[src/hdl/cst_pkg.sv]
// shared types and constants for the source tokenizer
`default_nettype none
package cst_pkg;

	// scan modes
	localparam logic [3:0] M_IDLE  = 4'd0;
	localparam logic [3:0] M_OP    = 4'd1;
	localparam logic [3:0] M_BSL   = 4'd2;
	localparam logic [3:0] M_DOTS  = 4'd3;
	localparam logic [3:0] M_CR    = 4'd4;
	localparam logic [3:0] M_SPACE = 4'd5;
	localparam logic [3:0] M_IDENT = 4'd6;
	localparam logic [3:0] M_NUM   = 4'd7;
	localparam logic [3:0] M_NUMF  = 4'd8;
	localparam logic [3:0] M_NUMT  = 4'd9;
	localparam logic [3:0] M_QUOTE = 4'd10;
	localparam logic [3:0] M_LINEC = 4'd11;
	localparam logic [3:0] M_BLOCK = 4'd12;
	localparam logic [3:0] M_BSTAR = 4'd13;

	// token kinds
	localparam logic [5:0] K_INVALID = 6'd0;
	localparam logic [5:0] K_EOF     = 6'd1;
	localparam logic [5:0] K_SPACE   = 6'd2;
	localparam logic [5:0] K_NEWLINE = 6'd3;
	localparam logic [5:0] K_COMMENT = 6'd4;
	localparam logic [5:0] K_IDENT   = 6'd5;
	localparam logic [5:0] K_INT     = 6'd6;
	localparam logic [5:0] K_FLOAT   = 6'd7;
	localparam logic [5:0] K_CHAR    = 6'd8;
	localparam logic [5:0] K_STRING  = 6'd9;
	localparam logic [5:0] K_BSL     = 6'd23;
	localparam logic [5:0] K_ELLIP   = 6'd24;
	localparam logic [5:0] K_DOT     = 6'd25;
	localparam logic [5:0] K_NONE    = 6'd63;

	// byte constants
	localparam logic [7:0] C_USCORE = 8'h5F;
	localparam logic [7:0] C_HASH   = 8'h23;
	localparam logic [7:0] C_STAR   = 8'h2A;
	localparam logic [7:0] C_SLASH  = 8'h2F;
	localparam logic [7:0] C_DOT    = 8'h2E;
	localparam logic [7:0] C_GT     = 8'h3E;
	localparam logic [7:0] C_LF     = 8'h0A;
	localparam logic [7:0] C_CR     = 8'h0D;
	localparam logic [7:0] C_BSLASH = 8'h5C;
	localparam logic [7:0] C_DQUOTE = 8'h22;
	localparam logic [7:0] C_SQUOTE = 8'h27;

	// one classified request between front and back
	typedef struct packed {
		logic [7:0] b;
		logic       fin;
		logic       is_num;
		logic       is_word;
		logic       is_blank;
		logic [5:0] single;
		logic [5:0] lead;
	} cls_t;

	function automatic logic [5:0] single_kind(input logic [7:0] c);
		case (c)
			8'h28: single_kind = 6'd10;
			8'h29: single_kind = 6'd11;
			8'h5B: single_kind = 6'd12;
			8'h5D: single_kind = 6'd13;
			8'h7B: single_kind = 6'd14;
			8'h7D: single_kind = 6'd15;
			8'h3F: single_kind = 6'd16;
			8'h2C: single_kind = 6'd17;
			8'h3A: single_kind = 6'd18;
			8'h3B: single_kind = 6'd19;
			8'h7E: single_kind = 6'd20;
			8'h5E: single_kind = 6'd21;
			8'h21: single_kind = 6'd22;
			default: single_kind = K_NONE;
		endcase
	endfunction

	function automatic logic [5:0] lead_kind(input logic [7:0] c);
		case (c)
			8'h26: lead_kind = 6'd28;
			8'h7C: lead_kind = 6'd31;
			8'h2B: lead_kind = 6'd34;
			8'h2D: lead_kind = 6'd38;
			C_STAR: lead_kind = 6'd40;
			C_SLASH: lead_kind = 6'd42;
			8'h25: lead_kind = 6'd44;
			8'h3D: lead_kind = 6'd45;
			8'h3C: lead_kind = 6'd49;
			C_GT: lead_kind = 6'd52;
			C_HASH: lead_kind = 6'd53;
			default: lead_kind = K_NONE;
		endcase
	endfunction

	function automatic logic [5:0] pair_kind(input logic [7:0] a, input logic [7:0] b);
		pair_kind = K_NONE;
		case (a)
			8'h26: pair_kind = (b == 8'h26) ? 6'd26 : (b == 8'h3D) ? 6'd27 : K_NONE;
			8'h7C: pair_kind = (b == 8'h7C) ? 6'd29 : (b == 8'h3D) ? 6'd30 : K_NONE;
			8'h2B: pair_kind = (b == 8'h2B) ? 6'd32 : (b == 8'h3D) ? 6'd33 : K_NONE;
			8'h2D: pair_kind = (b == 8'h2D) ? 6'd35 : (b == C_GT) ? 6'd36 :
				(b == 8'h3D) ? 6'd37 : K_NONE;
			C_STAR: pair_kind = (b == 8'h3D) ? 6'd39 : K_NONE;
			C_SLASH: pair_kind = (b == 8'h3D) ? 6'd41 : K_NONE;
			8'h25: pair_kind = (b == 8'h3D) ? 6'd43 : K_NONE;
			8'h3D: pair_kind = (b == 8'h3D) ? 6'd46 : K_NONE;
			8'h3C: pair_kind = (b == 8'h3D) ? 6'd47 : (b == 8'h3C) ? 6'd48 : K_NONE;
			C_GT: pair_kind = (b == 8'h3D) ? 6'd50 : (b == C_GT) ? 6'd51 : K_NONE;
			C_HASH: pair_kind = (b == C_HASH) ? 6'd54 : K_NONE;
			default: pair_kind = K_NONE;
		endcase
	endfunction

endpackage
`default_nettype wire

[src/hdl/cst_front.sv]
// front part: accepts bytes, classifies them and queues them for the back part
`default_nettype none
module cst_front
	import cst_pkg::*;
(
	input  wire logic       clk,
	input  wire logic       arst_n,
	input  wire logic [7:0] source_byte,
	input  wire logic       end_of_input,
	input  wire logic       valid,
	output logic            stall,
	output cls_t            q_data,
	output logic            q_valid,
	input  wire logic       q_pop
);
	// two-entry queue
	cls_t   mem_q [2];
	logic   rd_q, wr_q;
	logic [1:0] cnt_q;
	cls_t   cls;
	logic   push;
	logic [7:0] b;

	// classify the incoming request
	always_comb begin
		b = source_byte;
		cls.b = b;
		cls.fin = end_of_input || (b == 8'h00);
		cls.is_num = (b >= 8'h30) && (b <= 8'h39);
		cls.is_word = cls.is_num || ((b >= 8'h61) && (b <= 8'h7A)) ||
			((b >= 8'h41) && (b <= 8'h5A)) || (b == C_USCORE);
		cls.is_blank = (b == 8'h20) || (b == C_LF) || (b == 8'h09) || (b == C_CR) ||
			(b == 8'h0C) || (b == 8'h0B);
		cls.single = single_kind(b);
		cls.lead = lead_kind(b);
	end

	assign stall = (cnt_q == 2'd2);
	assign push = valid && !stall;
	assign q_valid = (cnt_q != 2'd0);
	assign q_data = mem_q[rd_q];

	// queue storage
	always_ff @(posedge clk) begin
		if (push) mem_q[wr_q] <= cls;
	end

	// queue pointers
	always_ff @(posedge clk or negedge arst_n) begin
		if (!arst_n) begin
			rd_q <= 1'b0;
			wr_q <= 1'b0;
			cnt_q <= 2'd0;
		end else begin
			if (push) wr_q <= ~wr_q;
			if (q_pop) rd_q <= ~rd_q;
			cnt_q <= cnt_q + {1'b0, push} - {1'b0, q_pop};
		end
	end
endmodule
`default_nettype wire

[src/hdl/cst_back.sv]
// back part: runs the scanner and sends out up to three tokens per request
`default_nettype none
module cst_back
	import cst_pkg::*;
#(
	parameter int LENGTH_BITS = 16,
	parameter int OFFSET_BITS = 32
) (
	input  wire logic                   clk,
	input  wire logic                   arst_n,
	input  wire cls_t                   q_data,
	input  wire logic                   q_valid,
	output logic                        q_pop,
	output logic [5:0]                  token_class,
	output logic [OFFSET_BITS-1:0]      token_start,
	output logic [LENGTH_BITS-1:0]      token_length,
	output logic                        last_result,
	output logic                        valid,
	input  wire logic                   stall
);
	localparam logic [LENGTH_BITS-1:0] LMAX = {LENGTH_BITS{1'b1}};

	typedef struct packed {
		logic [5:0]             kind;
		logic [OFFSET_BITS-1:0] start;
		logic [LENGTH_BITS-1:0] len;
	} tok_t;

	logic [3:0]             mode_q;
	logic [7:0]             held_q;
	logic                   hc2_q;
	logic [7:0]             quote_q;
	logic                   esc_q;
	logic [LENGTH_BITS-1:0] len_q;
	logic [OFFSET_BITS-1:0] start_q;
	logic [OFFSET_BITS-1:0] pos_q;

	// result buffer, drained one token a cycle while the receiver does not stall
	tok_t       buf_q [3];
	logic [1:0] n_q, idx_q;

	logic [3:0]             mode_d;
	logic [7:0]             held_d, quote_d;
	logic                   hc2_d, esc_d;
	logic [LENGTH_BITS-1:0] len_d, len_g;
	logic [OFFSET_BITS-1:0] start_d;
	tok_t                   t [3];
	logic [1:0]             n;
	logic                   took, closing;
	logic [5:0]             pk;
	tok_t                   ct0, ct1;
	logic [1:0]             cn;
	cls_t                   c;

	assign c = q_data;
	// take the next request once the buffer is empty or its last token leaves now
	assign q_pop = q_valid && ((n_q == 2'd0) || (valid && !stall && last_result));
	assign len_g = (len_q == LMAX) ? len_q : len_q + 1'b1;

	// scanner next state and emitted tokens
	always_comb begin
		mode_d = mode_q; held_d = held_q; hc2_d = hc2_q; quote_d = quote_q;
		esc_d = esc_q; len_d = len_q; start_d = start_q;
		t[0] = '0; t[1] = '0; t[2] = '0; n = 2'd0;
		took = 1'b0; closing = 1'b0;
		pk = pair_kind(held_q, c.b);
		ct0 = '0; ct1 = '0; cn = 2'd0;
		// token closed without consuming the byte
		case (mode_q)
			M_IDLE: cn = 2'd0;
			M_DOTS: begin
				ct0 = '{K_DOT, start_q, LENGTH_BITS'(1)};
				ct1 = '{K_DOT, start_q + 1'b1, LENGTH_BITS'(1)};
				cn = hc2_q ? 2'd2 : 2'd1;
			end
			M_OP: begin ct0 = '{lead_kind(held_q), start_q, len_q}; cn = 2'd1; end
			M_BSL: begin ct0 = '{K_BSL, start_q, len_q}; cn = 2'd1; end
			M_CR: begin ct0 = '{K_NEWLINE, start_q, len_q}; cn = 2'd1; end
			M_SPACE: begin ct0 = '{K_SPACE, start_q, len_q}; cn = 2'd1; end
			M_IDENT: begin ct0 = '{K_IDENT, start_q, len_q}; cn = 2'd1; end
			M_NUM, M_NUMT: begin ct0 = '{K_INT, start_q, len_q}; cn = 2'd1; end
			M_NUMF: begin ct0 = '{K_FLOAT, start_q, len_q}; cn = 2'd1; end
			M_QUOTE: begin ct0 = '{K_INVALID, start_q, len_q}; cn = 2'd1; end
			default: begin ct0 = '{K_COMMENT, start_q, len_q}; cn = 2'd1; end
		endcase

		if (c.fin) begin
			closing = 1'b1;
		end else begin
			// offer byte to the open token
			case (mode_q)
				M_IDLE: took = 1'b0;
				M_OP: begin
					if (held_q == C_SLASH && c.b == C_SLASH) begin
						took = 1'b1; len_d = len_g; mode_d = M_LINEC;
					end else if (held_q == C_SLASH && c.b == C_STAR) begin
						took = 1'b1; len_d = len_g; mode_d = M_BLOCK;
					end else if (pk != K_NONE) begin
						took = 1'b1; t[0] = '{pk, start_q, len_g}; n = 2'd1;
						mode_d = M_IDLE;
					end
				end
				M_BSL, M_CR: begin
					if (c.b == C_LF) begin
						took = 1'b1;
						t[0] = '{(mode_q == M_BSL) ? K_SPACE : K_NEWLINE, start_q, len_g};
						n = 2'd1; mode_d = M_IDLE;
					end
				end
				M_DOTS: begin
					if (c.b == C_DOT) begin
						took = 1'b1;
						if (!hc2_q) begin
							hc2_d = 1'b1; len_d = len_g;
						end else begin
							t[0] = '{K_ELLIP, start_q, LENGTH_BITS'(3)}; n = 2'd1;
							hc2_d = 1'b0; mode_d = M_IDLE;
						end
					end
				end
				M_SPACE: if (c.is_blank) begin took = 1'b1; len_d = len_g; end
				M_IDENT, M_NUMF, M_NUMT:
					if (c.is_word) begin took = 1'b1; len_d = len_g; end
				M_NUM: begin
					if (c.is_num) begin
						took = 1'b1; len_d = len_g;
					end else if (c.b == C_DOT) begin
						took = 1'b1; len_d = len_g; mode_d = M_NUMF;
					end else if (c.is_word) begin
						took = 1'b1; len_d = len_g; mode_d = M_NUMT;
					end
				end
				M_QUOTE: begin
					if (esc_q) begin
						took = 1'b1; esc_d = 1'b0; len_d = len_g;
					end else if (c.b == quote_q) begin
						took = 1'b1;
						t[0] = '{(quote_q == C_DQUOTE) ? K_STRING : K_CHAR, start_q, len_g};
						n = 2'd1; mode_d = M_IDLE;
					end else if (c.b != C_LF) begin
						took = 1'b1; len_d = len_g;
						if (c.b == C_BSLASH) esc_d = 1'b1;
					end
				end
				M_LINEC: if (c.b != C_LF) begin took = 1'b1; len_d = len_g; end
				M_BLOCK: begin
					took = 1'b1; len_d = len_g;
					if (c.b == C_STAR) mode_d = M_BSTAR;
				end
				default: begin
					took = 1'b1; len_d = len_g;
					if (c.b == C_SLASH) begin
						t[0] = '{K_COMMENT, start_q, len_g}; n = 2'd1; mode_d = M_IDLE;
					end else if (c.b != C_STAR) begin
						mode_d = M_BLOCK;
					end
				end
			endcase
			if (!took) closing = 1'b1;
		end

		if (closing) begin
			t[0] = ct0; t[1] = ct1; n = cn;
			mode_d = M_IDLE; esc_d = 1'b0; hc2_d = 1'b0;
			if (c.fin) begin
				t[n] = '{K_EOF, pos_q, '0};
				n = n + 2'd1;
			end else begin
				// start a new token at this byte
				start_d = pos_q; len_d = LENGTH_BITS'(1); esc_d = 1'b0;
				if (c.single != K_NONE) begin
					t[n] = '{c.single, pos_q, LENGTH_BITS'(1)}; n = n + 2'd1;
				end else if (c.lead != K_NONE) begin
					held_d = c.b; mode_d = M_OP;
				end else if (c.b == C_LF) begin
					t[n] = '{K_NEWLINE, pos_q, LENGTH_BITS'(1)}; n = n + 2'd1;
				end else if (c.b == C_CR) begin
					mode_d = M_CR;
				end else if (c.b == C_BSLASH) begin
					mode_d = M_BSL;
				end else if (c.b == C_DOT) begin
					mode_d = M_DOTS;
				end else if (c.is_blank) begin
					mode_d = M_SPACE;
				end else if (c.b == C_SQUOTE || c.b == C_DQUOTE) begin
					quote_d = c.b; mode_d = M_QUOTE;
				end else if (c.is_num) begin
					mode_d = M_NUM;
				end else if (c.is_word) begin
					mode_d = M_IDENT;
				end else begin
					t[n] = '{K_INVALID, pos_q, LENGTH_BITS'(1)}; n = n + 2'd1;
				end
			end
		end
	end

	// scanner state
	always_ff @(posedge clk or negedge arst_n) begin
		if (!arst_n) begin
			mode_q <= M_IDLE; held_q <= '0; hc2_q <= 1'b0; quote_q <= '0;
			esc_q <= 1'b0; len_q <= '0; start_q <= '0; pos_q <= '0;
		end else if (q_pop) begin
			mode_q <= mode_d; held_q <= held_d; hc2_q <= hc2_d; quote_q <= quote_d;
			esc_q <= esc_d; len_q <= len_d; start_q <= start_d;
			if (!c.fin) pos_q <= pos_q + 1'b1;
		end
	end

	// token buffer payload
	always_ff @(posedge clk) begin
		if (q_pop) begin
			buf_q[0] <= t[0]; buf_q[1] <= t[1]; buf_q[2] <= t[2];
		end
	end

	// token buffer control
	always_ff @(posedge clk or negedge arst_n) begin
		if (!arst_n) begin
			n_q <= 2'd0; idx_q <= 2'd0;
		end else if (q_pop) begin
			n_q <= n; idx_q <= 2'd0;
		end else if (valid && !stall) begin
			if (idx_q + 2'd1 == n_q) begin
				n_q <= 2'd0; idx_q <= 2'd0;
			end else begin
				idx_q <= idx_q + 2'd1;
			end
		end
	end

	assign valid = (n_q != 2'd0);
	assign token_class = buf_q[idx_q].kind;
	assign token_start = buf_q[idx_q].start;
	assign token_length = buf_q[idx_q].len;
	assign last_result = (idx_q + 2'd1 == n_q);
endmodule
`default_nettype wire

[src/hdl/c_source_tokenizer.sv]
// A token appears in the cycle after the byte that closes it leaves the queue.
// Throughput: one byte per cycle while the receiver does not stall and each byte
// closes at most one token; a byte closing two or three tokens holds the scanner
// until the buffer's single output sends them; the two-entry queue absorbs this.
// Reset: arst_n clears the queue, the scanner to idle and the byte offset to zero.
`default_nettype none
module c_source_tokenizer
	import cst_pkg::*;
#(
	parameter int LENGTH_BITS = 16,
	parameter int OFFSET_BITS = 32
) (
	input  wire logic                   clk,
	input  wire logic                   arst_n,
	input  wire logic [7:0]             source_byte,
	input  wire logic                   end_of_input,
	input  wire logic                   in_valid,
	output logic                        in_stall,
	output logic [5:0]                  token_class,
	output logic [OFFSET_BITS-1:0]      token_start,
	output logic [LENGTH_BITS-1:0]      token_length,
	output logic                        last_result,
	output logic                        out_valid,
	input  wire logic                   out_stall
);
	cls_t q_data;
	logic q_valid, q_pop;

	// byte classification and queue
	cst_front u_front (
		.clk, .arst_n, .source_byte, .end_of_input,
		.valid(in_valid), .stall(in_stall),
		.q_data, .q_valid, .q_pop
	);

	// scanner and token output
	cst_back #(.LENGTH_BITS(LENGTH_BITS), .OFFSET_BITS(OFFSET_BITS)) u_back (
		.clk, .arst_n, .q_data, .q_valid, .q_pop,
		.token_class, .token_start, .token_length, .last_result,
		.valid(out_valid), .stall(out_stall)
	);
endmodule
`default_nettype wire

[config.mk]
export PLATFORM = sky130hd
export DESIGN_NAME = c_source_tokenizer
export DESIGN_NICKNAME = d
export VERILOG_FILES = /design/src/hdl/cst_pkg.sv /design/src/hdl/cst_front.sv /design/src/hdl/cst_back.sv /design/src/hdl/c_source_tokenizer.sv
export SDC_FILE = /design/constraint.sdc
export NUM_CORES = 1
export LEC_CHECK = 0
export BUFFER_PORTS_ARGS = -buffer_cell sky130_fd_sc_hd__clkbuf_2
export CAP_MARGIN = 20
export CELL_PAD_IN_SITES_DETAIL_PLACEMENT = 0
export CELL_PAD_IN_SITES_GLOBAL_PLACEMENT = 1
export CORE_MARGIN = 2
export CORE_UTILIZATION = 53
export DETAILED_ROUTE_END_ITERATION = 10
export PLACE_DENSITY_LB_ADDON = 0.1
export SETUP_SLACK_MARGIN = 0.4
export SYNTH_ARGS = -nofsm -noshare
export SYNTH_HDL_FRONTEND = slang
export SYNTH_SLANG_ARGS = --single-unit
[constraint.sdc]
create_clock -name clk -period 13.1 [get_ports clk]
set_input_delay 1.965 -clock clk [delete_from_list [all_inputs] [get_ports clk]]
set_output_delay 1.965 -clock clk [all_outputs]
set_load 0.05 [all_outputs]
### Word level (Yosys, flattened, before mapping)

Memory sizes are Yosys's and may differ from the RTL's.
Index checks and enable logic that the tools add are counted.

| storage, ports and cells | value |
|---|---|
| register bits | 110 |
| latch bits | 0 |
| bits in writable memories | 210 |
| bits in read-only memories | 0 |
| input port bits | 13 |
| output and inout port bits | 57 |
| word-level logic and storage cells | 342 |
| memories | 2 |

| cells by class | value |
|---|---|
| add/sub/neg operators | 7 |
| multipliers | 0 |
| div/mod/pow operators | 0 |
| magnitude comparators | 8 |
| eq/ne operators | 91 |
| shifts and indexed selects | 0 |
| muxes and demuxes | 162 |
| bitwise gates (word level) | 11 |
| reduce and logical (&&, ||, !) cells | 48 |

Memory list:

| memory | depth | bits a word | read ports | clocked after Yosys merged registers in | write ports | RTL line | RTL |
|---|---|---|---|---|---|---|---|
| u_back.buf_q | 3 | 54 | 1 | 0 | 3 | cst_back.sv:39 | `tok_t buf_q [3];` |
| u_front.mem_q | 2 | 24 | 1 | 0 | 1 | cst_front.sv:17 | `cls_t mem_q [2];` |

Operators with widths:

| kind | count |
|---|---|
| $mux 162 | 12 |
| $bwmux 162 | 4 |
| $pmux 54 s10 | 1 |
| $mux 54 | 9 |
| $eq 8x6->1 const B | 41 |
| $pmux 54 s5 | 1 |
| $mux 16 | 15 |
| $pmux 6 s11 | 3 |
| $pmux 16 s8 | 1 |
| $mux 4 | 29 |
| $demux 54 s2 | 1 |
| $mux 53 | 2 |
| $eq 8x7->1 const B | 11 |
| $pmux 6 s13 | 1 |
| $add 32x1->32 const B | 2 |
| $eq 8x4->1 const B | 7 |
| $mux 6 | 9 |
| $mux 51 | 1 |
| $mux 2 | 24 |
| $mux 1 | 38 |
| $mux 5 | 6 |
| $pmux 4 s7 | 1 |
| $eq 4x4->1 const B | 5 |
| $ne 6x6->1 const B | 3 |
| 50 further kinds | 100 |

### Depth between registers and ports, before layout

| logic depth | value |
|---|---|
| word-level depth | 20 |
| gate-level depth with buffers | 15 |
| depth with buffers taken out | 10 |

### By module

From an unflattened synthesis, not the netlist that was laid out.

| second synthesis, totals | value |
|---|---|
| cell total of the unflattened synthesis | 1657 |
| area total of the unflattened synthesis | 16782.3 um^2 |

By module, submodules not included:

| module | times used | cells each | area an instance (um^2) | seq. area each (um^2) |
|---|---|---|---|---|
| cst_back | 1 | 1448 | 14118.5 | 6616.3 |
| cst_front | 1 | 209 | 2663.8 | 1541.5 |

### Worst setup path after synthesis

Ideal clock, no wire load.

| timing | value |
|---|---|
| path type | in2reg |
| start point | input out_stall |
| end point | register u_back.quote_q[0] |
| library setup time | 0.127 ns |
| data arrival time | 6.585 ns |
| data required time | 12.973 ns |
| path slack | 6.387 ns |
| stages | 7 |
| buffers on the path | 1 |
| path through | inv_1 > a21oi_1 > or2_2 > clkbuf_1 > inv_1 > nand4_1 > mux2_2 |

| between the ends | value |
|---|---|
| cells in the longest elaborated chain, start to end | 6 |

RTL lines:

| item | RTL line | RTL |
|---|---|---|
| start, declared | c_source_tokenizer.sv:24 | `input wire logic out_stall` |
| $logic_not 1->1 | cst_back.sv:57 | `assign q_pop = q_valid && ((n_q == 2'd0) \|\| (valid && !stall && last_result));` |
| $logic_and 1x1->1 (2 in a row) | cst_back.sv:57 |  |
| $logic_or 1x1->1 | cst_back.sv:57 |  |
| $logic_and 1x1->1 | cst_back.sv:57 |  |
| net q_pop | c_source_tokenizer.sv:27 | `logic q_valid, q_pop;` |
| $reduce_and 11->1 (no source line) | -- |  |
| end signal, assigned | cst_back.sv:201 | `mode_q <= M_IDLE; held_q <= '0; hc2_q <= 1'b0; quote_q <= '0;` |
| end signal, assigned | cst_back.sv:204 | `mode_q <= mode_d; held_q <= held_d; hc2_q <= hc2_d; quote_q <= quote_d;` |
| end, declared | cst_back.sv:32 | `logic [7:0] quote_q;` |

The timed path passes the listed nets, and every way through them passes these cells.
A chain may end at the register's enable or synchronous reset.

==> results.md <==
Final layout
* final core occ: 58.9%
* Nets: 1,823
* Antenna diodes: 0
* Synth-to-Final Area Change: 10.1%
* fraction of layout cells with a size suffix above 1: 12.1%

Logic synthesis
* number of instances in the synthesized netlist: 1,790
* top flip-flop cell by instance count after synthesis: sky130_fd_sc_hd__edfxtp_1
* post-synth cell types: 91
* sequential share of the synthesized area: 47.3%
* cell with the most instances after synthesis: sky130_fd_sc_hd__nand2_1
* post-synth net total: 1,808
* post-synthesis cell area: 17,300 um2
* Yosys top cell by area: sky130_fd_sc_hd__edfxtp_1
* Synth Warn #: 0
* number of flops mapped to enable cells by yosys: 180
* async set-reset flop share out of synthesis: 37.9%
* main area contributors after synthesis: sky130_fd_sc_hd__edfxtp_1, sky130_fd_sc_hd__dfrtp_1, sky130_fd_sc_hd__nand2_1
* cell types with the highest counts after synthesis: sky130_fd_sc_hd__nand2_1, sky130_fd_sc_hd__edfxtp_1, sky130_fd_sc_hd__nand3_1, sky130_fd_sc_hd__dfrtp_1, sky130_fd_sc_hd__nor2_1
* Yosys top cell area share: 31.3%
* syn_area_per_cell: 9.64 um2
* #FFs+latches synth: 290

Routing
* detailed-route wire length per cell: 20.7 um
* post-DR vias/cell: 6.16
* post-route DRC violation count: 0
* Starting DRT DRC Count: 1,149
* DR vias: 14.0k
* wirelength, routed: 46,900 um
* count of antenna-violating nets left after detailed routing: 0
* number of search-and-repair iterations in the first detailed-routing pass: 5

CTS
* clock slew seen by the registers of the worst setup and hold paths: 0.06 ns
* TritonCTS clock tree: built
* hold buffer count at CTS: 0
* clock latency reported for the late side of the worst-skew pair: 0.59 ns
* number of levels in the clock H-tree: 1
* clock root buffer: sky130_fd_sc_hd__clkbuf_16
* CTS-repair resized insts: 0
* maximum number of buffers from clock root to sink: 3
* Num CTS Buffers: 31
* post-CTS setup repair buffer count: 0
* Sink Count: 290

Setup path
* ordered list of cells on the worst path: buf_4, or3b_1, a222oi_1, nand3_1, a221o_1, a2111oi_4, nor3_1, a21oi_4, buf_4, nor3_4, and2_1
* Worst path slowest cell: sky130_fd_sc_hd__a21oi_4
* required time at the endpoint of the critical path: 13.43 ns
* sort of element at the end of the critical path: register
* CP Buf/Inv Count: 2
* highest cell delay on the worst timing path: 0.95 ns
* Crit path top cell by count: sky130_fd_sc_hd__buf_4
* category of the most critical setup path: register to register
* highest net fanout along the worst path: 41
* critical path's top delay family: compound AO/OA/AOI/OAI gates
* data arrival at the endpoint of the critical path: 6.18 ns
* Setup crit start kind: register

Status
* run status: completed

Power
* cell internal pwr: 2.40 mW
* Clock power frac: 20.8%
* proportion of total power due to net switching: 45.2%
* net load switching power: 1.98 mW
* leakage power total: 7.27 nW
* Peak VDD IR: 140 uV
* register share of total power: 34.8%
* Comb power frac: 44.3%
* power per cell area: 230 nW/um2

Job
* Max Cap Violations: 0

STA
* post-route clock period utilization: 44.6%
* worst-margin pin slew: 1.19 ns
* final count of hold timing violations: 0
* fin crit period: 5.84 ns
* Setup-failing EPs final: 0
* setup repair after global routing missed its margin: no
* highest attainable clock frequency: 171 MHz
* TNS Setup: 0 ns
* headroom to the max-slew limit: 20.2%
* count of final max-slew check failures: 0
* clk_skew: 0.0154 ns

Floorplanning
* overall die height: 184 um
* Initial Util: 53.5%
* total I/O pin count: 70
* Placement Rows: 66
* die width: 184 um
* core area: 32,300 um2
* die outline area: 34,000 um2

GRT
* first-pass GRT wire length: 74,800 um
* antenna violations before repair: 0
* maximum number of pins on one net before global-route repair: 73
* Global Route Usage Sum: 27.9%
* vias in the first global route: 13.2k
* Congestion Overflow GR: 0

Worst hold path
* classification of the worst-slack hold path: register to register

Placed design
* half-perimeter wire length of the detailed placement result: 31,700 um
* Port Buffer Count: 69
* gp weighted congestion: 0.973

-- power groups by stage --
stage | sequential [mW] | combinational (mW) | clock [mW]
2_1_floorplan | 1.46 | 1.51 | 0
3_3_place_gp | 1.53 | 1.91 | 0
3_5_place_dp | 1.54 | 1.94 | 0
4_1_cts | 1.52 | 1.94 | 0.929
5_1_grt | 1.56 | 2.09 | 0.959
6_report | 1.52 | 1.94 | 0.913
-- cell type report --
| class | instances | area, um2 |
|---|---|---|
| Tap cell | 442 | 553 |
| Sequential cell | 290 | 8160 |
| Clock buffer | 46 | 892 |
| Fill cell | 2827 | 13300 |
| Timing Repair Buffer | 96 | 598 |
| Multi-Input combinational cell | 1349 | 8480 |
| Inverter | 37 | 144 |
| Clock inverter | 12 | 178 |
-- flip-flops by register name, summed over array words and instances (netlist names) --
signal / count
u_front.cnt_q: 2
u_back.len_q: 16
u_back.idx_q: 2
u_back.hc2_q: 1
u_front.mem_q: 48
u_back.buf_q: 132
u_back.start_q: 32
u_back.pos_q: 32
u_back.esc_q: 1
u_back.n_q: 2
u_back.mode_q: 4
u_front.wr_q: 1
u_front.rd_q: 1
u_back.quote_q: 8
u_back.held_q: 8
-- metal layers --
layer	global-route usage [%]	vias to the layer above	wire length [um]
met3	3.24	71	2930
met4	7.55	0	1200
met5	0	-	0
li1	-	6655	-
met2	46.7	477	22400
met1	38.5	6794	20400
-- final timing paths --
kind	start	endpoint	slack (ns)	depth (start not counted)
min in group asynchronous	arst_n	u_back.len_q[11]$_DFFE_PN0P_	1.41	1
min	u_front.wr_q$_DFFE_PN0P_	u_front.wr_q$_DFFE_PN0P_	0.52	1
max in group asynchronous	arst_n	u_front.rd_q$_DFFE_PN0P_	10.31	2
max reg2reg	u_front.rd_q$_DFFE_PN0P_	u_back.buf_q[2][45]$_SDFFCE_PP0P_	7.26	11
min reg2reg	u_front.wr_q$_DFFE_PN0P_	u_front.wr_q$_DFFE_PN0P_	0.52	1
max	u_front.rd_q$_DFFE_PN0P_	u_back.buf_q[2][45]$_SDFFCE_PP0P_	7.26	11
-- cell usage in the layout, fill, tap and decap left out, drive strengths merged, types with 24 or more instances in the layout --
master  count
a21boi     37
a21oi      99
and2       54
and3       31
buf        28
clkbuf    114
dfrtp     110
edfxtp    180
inv        38
mux2       40
mux2i      72
nand2     233
nand3     121
nand4      31
nor2      106
nor3       38
nor4       24
o21ai     108
xnor2      64
-- through the flow --
stage               power (mW)  cells  worst slack, ns  area, um2  hold WS (ns)
floorplan                 2.98   1790             6.39      17300         0.461
global placement          3.44   2211             7.48      17900         0.494
detailed placement        3.48   2212             7.39      17900         0.518
CTS                       4.40   2270             7.35      19000         0.531
global route              4.61   2272             6.95      19000         0.547
finish                    4.38   2272             7.26      19000         0.523
-- kinds of logic (layout without fill, tap and decap cells) --
family	after synthesis	in the layout	share of synthesized area (%)
and+or+nand+nor	733	733	21.3
xor gates and xnor gates	85	85	4.31
adders and majority gates	5	5	0.362
muxes	112	112	6.87
AOI/OAI and AO/OA	414	414	16.1
buffers and inverters	151	191	3.81
DFF	290	290	47.3
(Power assumes the default switching activity.)
